--- src/design/pstt_pkg.sv ---
package pstt_pkg;

   localparam int DEPTH         = 16;
   localparam int KEY_BITS      = 64;
   localparam int PRIORITY_BITS = 8;
   localparam int IDX_W         = $clog2(DEPTH);
   localparam int CNT_W         = $clog2(DEPTH + 1);

   // request codes
   localparam logic [1:0] REQ_INSERT = 2'd0;
   localparam logic [1:0] REQ_DELETE = 2'd1;
   localparam logic [1:0] REQ_LOOKUP = 2'd2;

   // status codes
   localparam logic [1:0] ST_DONE      = 2'd0;
   localparam logic [1:0] ST_FULL      = 2'd1;
   localparam logic [1:0] ST_NOT_FOUND = 2'd2;

   // control broadcast to every cell of the row
   typedef struct packed {
      logic capture;    // latch compare flags against the incoming word
      logic shift_in;   // insert: open a gap, take left neighbour or new entry
      logic shift_out;  // delete: close the gap, take right neighbour
   } ctl_type;

endpackage

--- src/design/pstt_cell.sv ---
module pstt_cell (
   input  logic                                 clock,
   input  pstt_pkg::ctl_type                    ctl,
   input  logic                                 valid,
   input  logic [pstt_pkg::KEY_BITS-1:0]        cmp_key,
   input  logic [pstt_pkg::PRIORITY_BITS-1:0]   cmp_prio,
   input  logic [pstt_pkg::KEY_BITS-1:0]        new_key,
   input  logic [pstt_pkg::PRIORITY_BITS-1:0]   new_prio,
   input  logic [pstt_pkg::KEY_BITS-1:0]        left_key,
   input  logic [pstt_pkg::PRIORITY_BITS-1:0]   left_prio,
   input  logic [pstt_pkg::KEY_BITS-1:0]        right_key,
   input  logic [pstt_pkg::PRIORITY_BITS-1:0]   right_prio,
   input  logic                                 left_ge,
   input  logic                                 seen_in,
   output logic [pstt_pkg::KEY_BITS-1:0]        key,
   output logic [pstt_pkg::PRIORITY_BITS-1:0]   prio,
   output logic                                 ge,
   output logic                                 seen_out,
   output logic                                 first
);
   import pstt_pkg::*;

   logic [KEY_BITS-1:0]      key_ff, key_in;
   logic [PRIORITY_BITS-1:0] prio_ff, prio_in;
   logic                     ge_ff, ge_in;
   logic                     match_ff, match_in;

   // empty slots count as "lower or equal" so the insert point is monotone
   always_comb begin
      ge_in    = ge_ff;
      match_in = match_ff;
      if (ctl.capture) begin
         ge_in    = !valid || (prio_ff <= cmp_prio);
         match_in = valid && (key_ff == cmp_key);
      end
   end

   assign seen_out = seen_in | match_ff;
   assign first    = match_ff & !seen_in;

   always_comb begin
      key_in  = key_ff;
      prio_in = prio_ff;
      if (ctl.shift_in && ge_ff) begin
         if (left_ge) begin
            key_in  = left_key;
            prio_in = left_prio;
         end else begin
            key_in  = new_key;
            prio_in = new_prio;
         end
      end else if (ctl.shift_out && seen_out) begin
         key_in  = right_key;
         prio_in = right_prio;
      end
   end

   always_ff @(posedge clock) begin
      key_ff   <= key_in;
      prio_ff  <= prio_in;
      ge_ff    <= ge_in;
      match_ff <= match_in;
   end

   assign key  = key_ff;
   assign prio = prio_ff;
   assign ge   = ge_ff;

endmodule

--- src/design/priority_sorted_task_table.sv ---
// Priority-sorted task table: up to DEPTH entries (key, priority) held in
// descending priority order in a row of cells.
// Request channel: present req_type, req_item_key and req_item_priority
// with start; the word is taken at the clock edge where start is high and
// busy is low. Insert places the entry before the first one of lower or
// equal priority, delete removes the first key match and closes the gap,
// lookup reports the first key match.
// Response channel: rsp_strobe is high for exactly one cycle with status,
// found_index, found_priority and stored_count; the receiver cannot stall,
// so the word must be taken in that cycle.
// Timing: compare flags are latched in every cell at the accepting edge;
// the next cycle (busy high) ripples the first-match chain along the row,
// shifts the cells and registers the response, which appears in the cycle
// after that. A new word is not accepted while busy is high.
// Reset clears the entry count, busy and the strobe; cell contents are
// left as they are and count as empty.
module priority_sorted_task_table (
   input  logic                                 clock,
   input  logic                                 reset,
   input  logic                                 start,
   output logic                                 busy,
   input  logic [1:0]                           req_type,
   input  logic [pstt_pkg::KEY_BITS-1:0]        req_item_key,
   input  logic [pstt_pkg::PRIORITY_BITS-1:0]   req_item_priority,
   output logic                                 rsp_strobe,
   output logic [1:0]                           rsp_status,
   output logic [3:0]                           rsp_found_index,
   output logic [7:0]                           rsp_found_priority,
   output logic [4:0]                           rsp_stored_count
);
   import pstt_pkg::*;

   logic                     accept;
   logic                     busy_ff, busy_in;
   logic [1:0]               op_ff;
   logic [KEY_BITS-1:0]      key_ff;
   logic [PRIORITY_BITS-1:0] prio_ff;
   logic [CNT_W-1:0]         count_ff, count_in;

   logic                     strobe_ff, strobe_in;
   logic [1:0]               status_ff, status_in;
   logic [IDX_W-1:0]         index_ff, index_in;
   logic [PRIORITY_BITS-1:0] fprio_ff, fprio_in;

   ctl_type                  ctl;
   logic                     full, found, do_insert, do_delete;

   logic [KEY_BITS-1:0]      cell_key  [DEPTH];
   logic [PRIORITY_BITS-1:0] cell_prio [DEPTH];
   logic [DEPTH-1:0]         cell_ge, cell_first, cell_valid;
   logic [DEPTH:0]           seen;

   logic [CNT_W-1:0]         ins_pos;
   logic [IDX_W-1:0]         hit_idx;
   logic [PRIORITY_BITS-1:0] hit_prio;

   assign accept = start && !busy_ff;
   assign busy   = busy_ff;

   // hold the request for the execute cycle
   always_ff @(posedge clock) begin
      if (accept) begin
         op_ff   <= req_type;
         key_ff  <= req_item_key;
         prio_ff <= req_item_priority;
      end
   end

   assign full      = (count_ff == CNT_W'(DEPTH));
   assign found     = seen[DEPTH];
   assign do_insert = busy_ff && (op_ff == REQ_INSERT) && !full;
   assign do_delete = busy_ff && (op_ff == REQ_DELETE) && found;

   assign ctl.capture   = accept;
   assign ctl.shift_in  = do_insert;
   assign ctl.shift_out = do_delete;

   assign seen[0] = 1'b0;

   for (genvar i = 0; i < DEPTH; i++) begin : g_cell
      logic [KEY_BITS-1:0]      lk, rk;
      logic [PRIORITY_BITS-1:0] lp, rp;
      logic                     lge;

      assign cell_valid[i] = (CNT_W'(i) < count_ff);

      if (i == 0) begin : g_head
         assign lk  = key_ff;
         assign lp  = prio_ff;
         assign lge = 1'b0;
      end else begin : g_body
         assign lk  = cell_key[i-1];
         assign lp  = cell_prio[i-1];
         assign lge = cell_ge[i-1];
      end

      // the tail takes itself on delete: the slot falls outside the count
      if (i == DEPTH - 1) begin : g_tail
         assign rk = cell_key[i];
         assign rp = cell_prio[i];
      end else begin : g_mid
         assign rk = cell_key[i+1];
         assign rp = cell_prio[i+1];
      end

      pstt_cell u_cell (
         .clock      (clock),
         .ctl        (ctl),
         .valid      (cell_valid[i]),
         .cmp_key    (req_item_key),
         .cmp_prio   (req_item_priority),
         .new_key    (key_ff),
         .new_prio   (prio_ff),
         .left_key   (lk),
         .left_prio  (lp),
         .right_key  (rk),
         .right_prio (rp),
         .left_ge    (lge),
         .seen_in    (seen[i]),
         .key        (cell_key[i]),
         .prio       (cell_prio[i]),
         .ge         (cell_ge[i]),
         .seen_out   (seen[i+1]),
         .first      (cell_first[i])
      );
   end

   // ge flags run false..true along the row, so the insert point is the
   // number of cells that stay put
   assign ins_pos = CNT_W'($countones(~cell_ge));

   always_comb begin
      hit_idx  = '0;
      hit_prio = '0;
      for (int i = 0; i < DEPTH; i++) begin
         if (cell_first[i]) begin
            hit_idx  = hit_idx | IDX_W'(i);
            hit_prio = hit_prio | cell_prio[i];
         end
      end
   end

   always_comb begin
      busy_in   = accept;
      strobe_in = busy_ff;
      count_in  = count_ff;
      status_in = ST_DONE;
      index_in  = '0;
      fprio_in  = '0;
      if (busy_ff) begin
         unique case (op_ff)
            REQ_INSERT: begin
               if (full) begin
                  status_in = ST_FULL;
               end else begin
                  index_in = ins_pos[IDX_W-1:0];
                  count_in = count_ff + CNT_W'(1);
               end
            end
            REQ_DELETE: begin
               if (found) begin
                  index_in = hit_idx;
                  count_in = count_ff - CNT_W'(1);
               end else begin
                  status_in = ST_NOT_FOUND;
               end
            end
            REQ_LOOKUP: begin
               if (found) begin
                  index_in = hit_idx;
                  fprio_in = hit_prio;
               end else begin
                  status_in = ST_NOT_FOUND;
               end
            end
            default: begin
               // unused request: report the count, change nothing
            end
         endcase
      end
   end

   always_ff @(posedge clock) begin
      if (reset) begin
         busy_ff   <= 1'b0;
         strobe_ff <= 1'b0;
         count_ff  <= '0;
      end else begin
         busy_ff   <= busy_in;
         strobe_ff <= strobe_in;
         count_ff  <= count_in;
      end
   end

   // response word, valid only with the strobe
   always_ff @(posedge clock) begin
      if (busy_ff) begin
         status_ff <= status_in;
         index_ff  <= index_in;
         fprio_ff  <= fprio_in;
      end
   end

   assign rsp_strobe         = strobe_ff;
   assign rsp_status         = status_ff;
   assign rsp_found_index    = index_ff;
   assign rsp_found_priority = fprio_ff;
   assign rsp_stored_count   = count_ff;

endmodule
--- config.mk ---
export PLATFORM = sky130hd
export DESIGN_NAME = priority_sorted_task_table
export DESIGN_NICKNAME = d
export VERILOG_FILES = /design/src/design/pstt_pkg.sv /design/src/design/pstt_cell.sv /design/src/design/priority_sorted_task_table.sv
export SDC_FILE = /design/constraint.sdc
export NUM_CORES = 2
export LEC_CHECK = 0
export ABC_AREA = 1
export BUFFER_PORTS_ARGS = -buffer_cell sky130_fd_sc_hd__clkbuf_2
export CORE_ASPECT_RATIO = 0.9
export CORE_MARGIN = 1
export CORE_UTILIZATION = 40
export DETAILED_ROUTE_END_ITERATION = 8
export SYNTH_ARGS = -nofsm -noshare
export SYNTH_HDL_FRONTEND = slang
export SYNTH_HIERARCHICAL = 1
export SYNTH_SLANG_ARGS = --single-unit
export TNS_END_PERCENT = 50
--- constraint.sdc ---
create_clock -name clock -period 13 [get_ports clock]
set_input_delay 0.65 -clock clock [delete_from_list [all_inputs] [get_ports clock]]
set_output_delay 0.65 -clock clock [all_outputs]
set_load 0.01 [all_outputs]
==> impl_metrics.tcl <==
set metrics [dict create \
    outcome "finished clean" \
    cts-buffers-inserted 150 \
    timing_worst_setup_path_type "flip-flop to flip-flop" \
    grt_pass1_vias 78568 \
    worstHoldPathCells 2 \
    synthMostInstantiatedCell "nand2_1" \
    critical_path_buf_inv_count 2 \
    yosys_warnings 6 \
    critical-path-top-cell-by-count "or2_2" \
    worstPathArrival_ns 8.21 \
    synth_enable_flop_cells 1272 \
    cts.sinks 1279 \
    clock_skew_ns 0.0337 \
    via_per_instance_ratio 5.97 \
    tritoncts "built" \
    critical_path.max_fanout 43 \
    power_per_cell_area_nw_per_um2 113 \
    grt_antenna_before_repair 20 \
    max_slew.worst_pin.slew_ns 1.40 \
    netlist_area_um2 84600 \
    clk_pin_slew_ns 0.06 \
    syn_to_final_growth_pct 8.35 \
    cts_buffer_depth 3 \
    finalWeightedCongestion 1.03 \
    yosysSeqAreaShare_pct 45.3 \
    synth_largest_type_area_fraction_pct 45.2 \
    dp_slack_ns 5.39 \
    async_flop_share_pct 0 \
    final_period_minus_worst_setup_slack_ns 7.77 \
    unrepaired_setup_endpoints_after_global_routing "no" \
    core_area_um2 209000 \
    critical_path.endpoint_type "flip-flop" \
    routed_wl_um 396000 \
    most_common_flop_cell_mapped_by_yosys "edfxtp_1" \
    synth_largest_area_cell "edfxtp_1" \
    num_vias 85257 \
    grt_start_max_net_pins 76 \
    syn-instance-count 11453 \
    grt_pass1_wl_um 563000 \
    placement.cell_area_um2 86900 \
    post_cts.repair.setup_buffers 0 \
    final.setup.tns_ns 0 \
    synth_cell_types 34 \
    track_usage_pct 36.0 \
    area.sequential_um2 38300 \
    synth.top_cells.by_area "edfxtp_1, a21oi_1, nand2_1" \
    timing.final.ws_setup_ns 5.23 \
    hold_viol_final 0 \
    cts.htree.levels 4 \
    min_path_type "input port to flip-flop" \
    initial_core_util_pct 40.4 \
    synthTopCellsByCount "nand2_1, a21oi_1, nor2_1" \
    place_hpwl_um 281000 \
    drtIter0Drc 13781 \
    worst-r2r-cell-count 21 \
    totalPowerFinal_mw 10.4 \
    dr.pass1.iters 8 \
    yosys_register_bits 1279 \
    slew_viol_final 0 \
    mean_instance_size_in_the_synthesized_netlist_um2 7.38 \
    max_freq_mhz 129 \
    fraction_of_layout_cells_with_a_size_suffix_above_1_pct 4.47 \
    cp_slowest_cell "buf_4" \
    fillCellCount 21509 \
    nets 11559 \
    max_cap_viol_count 0 \
    required_ns 13.43 \
    cp_slowest_stage_delay_ns 0.55 \
    number_of_remaining_drc_errors 0 \
    rows 159 \
    detail_route.wl_per_cell_um 27.8 \
    whs_ns 0.0364 \
    area_of_the_multi_input_gates_um2 38200 \
    cts.root.buffer_cell "clkbuf_16" \
    worstPathCellList "or2_2 -> or2_2 -> or2_2 -> or2_2 -> or2_2 -> or2_2 -> or2_2 -> or2_2 -> or2_2 -> or2_2 -> or2_2 -> or2_2 -> or2_2 -> or2_2 -> or2_2 -> or2_2 -> nand3_1 -> inv_1 -> nand2_1 -> nand2_4 -> buf_4" \
    critical_path.top_delay_family "simple AND/OR/NAND/NOR gates" \
    finalCritPeriodShare_pct 59.8 \
    timing.final.setup_violations 0 \
    gr-total-overflow 0 \
    postLayoutCellArea_um2 91600 \
    total_leakage_power_nw 42.2 \
    port-buffer-count 97 \
    clk_latency_ns 0.85 \
    floorplan.die.height_um 438 \
    dieArea_um2 213000 \
    vdd_ir_drop_max_uv 140 \
    ioPinCount 98 \
    cp.depth 21 \
    slew-limit-headroom_pct 6.89 \
    chip_width_um 487 \
    ant_nets 0 \
    cp-start-kind "flip-flop" \
]
timing repair:
item | in CTS | in global routing
hold buffers | 2 | 0
resized for setup | 0 | 0
endpoints found under the hold margin | 2 | 0
area by class of cell:
type / instances / area share (%)
Antenna cell: 12 / 0.0328
Clock buffer: 199 / 4.44
Clock inverter: 74 / 0.627
Inverter: 1422 / 5.90
Multi-Input combinational cell: 8255 / 41.7
Sequential cell: 1279 / 41.8
Tap cell: 2817 / 3.85
Timing Repair Buffer: 223 / 1.57
final timing paths:
| check | start | endpoint | slack [ns] |
|---|---|---|---|
| worst min register to register | g_cell[15].u_cell/key[45] | g_cell[14].u_cell/key[45] | 0.64 |
| worst max register to register | g_cell[0].u_cell/match_ff | g_cell[14].u_cell/key[10] | 5.23 |
| worst max-delay path | g_cell[0].u_cell/match_ff | g_cell[14].u_cell/key[10] | 5.23 |
| worst min-delay path | reset | rsp_stored_count[2] | 0.04 |
power by group:
group          total [mW]  switching [mW]  internal [mW]
registers            4.95           0.248           4.70
logic                1.19           0.857          0.332
clock network        4.23            1.89           2.34
total                10.4            3.00           7.37
placed cells by master (no fill, tap or decap), types with 2 or more instances in the layout:
cell type / instances
buf_4: 124
clkbuf_1: 43
clkinv_1: 30
inv_4: 20
diode_2: 12
nand3_1: 86
nand2_1: 3089
clkinv_8: 3
clkbuf_16: 156
nand4_1: 71
nor2_2: 3
ha_1: 141
o21ai_1: 2
inv_1: 1389
xor2_1: 30
inv_2: 2
nor2_1: 1731
bufinv_16: 7
nand2_4: 33
edfxtp_1: 1272
or2_2: 16
fa_1: 10
a21oi_1: 2378
conb_1: 3
inv_6: 4
o21ai_0: 178
dfxtp_1: 7
a31oi_1: 18
nor3_1: 6
o21a_1: 15
dlygate4sd3_1: 2
nor2_4: 3
clkbuf_2: 97
xnor2_1: 270
o22ai_1: 166
clkinv_2: 39
o211ai_1: 2
logic make-up after synthesis:
| logic type | synth area share, % |
|---|---|
| AOI/OAI and AO/OA | 16.7 |
| xor gates and xnor gates | 3.11 |
| adders and majority gates | 2.32 |
| buffers and inverters | 9.74 |
| DFF | 45.3 |
| other | 0.00443 |
| and+or+nand+nor | 22.8 |
per-stage QoR:
stage                     std cells  util, %
after floorplan               11455        -
after global placement        13994     41.5
after detailed placement      13994     41.5
after CTS                     14269     43.8
after global routing          14273     43.8
final                         14281     43.8
routing by layer:
| layer | vias up | track usage (%) | part of all wire, % |
|---|---|---|---|
| met1 | 40768 | 48.4 | 38 |
| met4 | 12 | 22.0 | 7.1 |
| li1 | 37113 | - | - |
| met2 | 6302 | 51.9 | 41 |
| met5 | - | 0 | 0.022 |
| met3 | 1062 | 9.02 | 13 |
registers in the layout (all words and copies together), names as in the netlist, 2 cells and up:
signal / count
g_cell.u_cell/prio: 128
g_cell.u_cell/ge: 16
rsp_status: 2
g_cell.lk: 64
rsp_found_index: 4
g_cell.u_cell/key: 1024
rsp_stored_count: 5
rsp_found_priority: 8
g_cell.u_cell/match_ff: 16
g_cell.lp: 8
op_ff: 2
No activity file was read; power rests on OpenSTA's default activity.
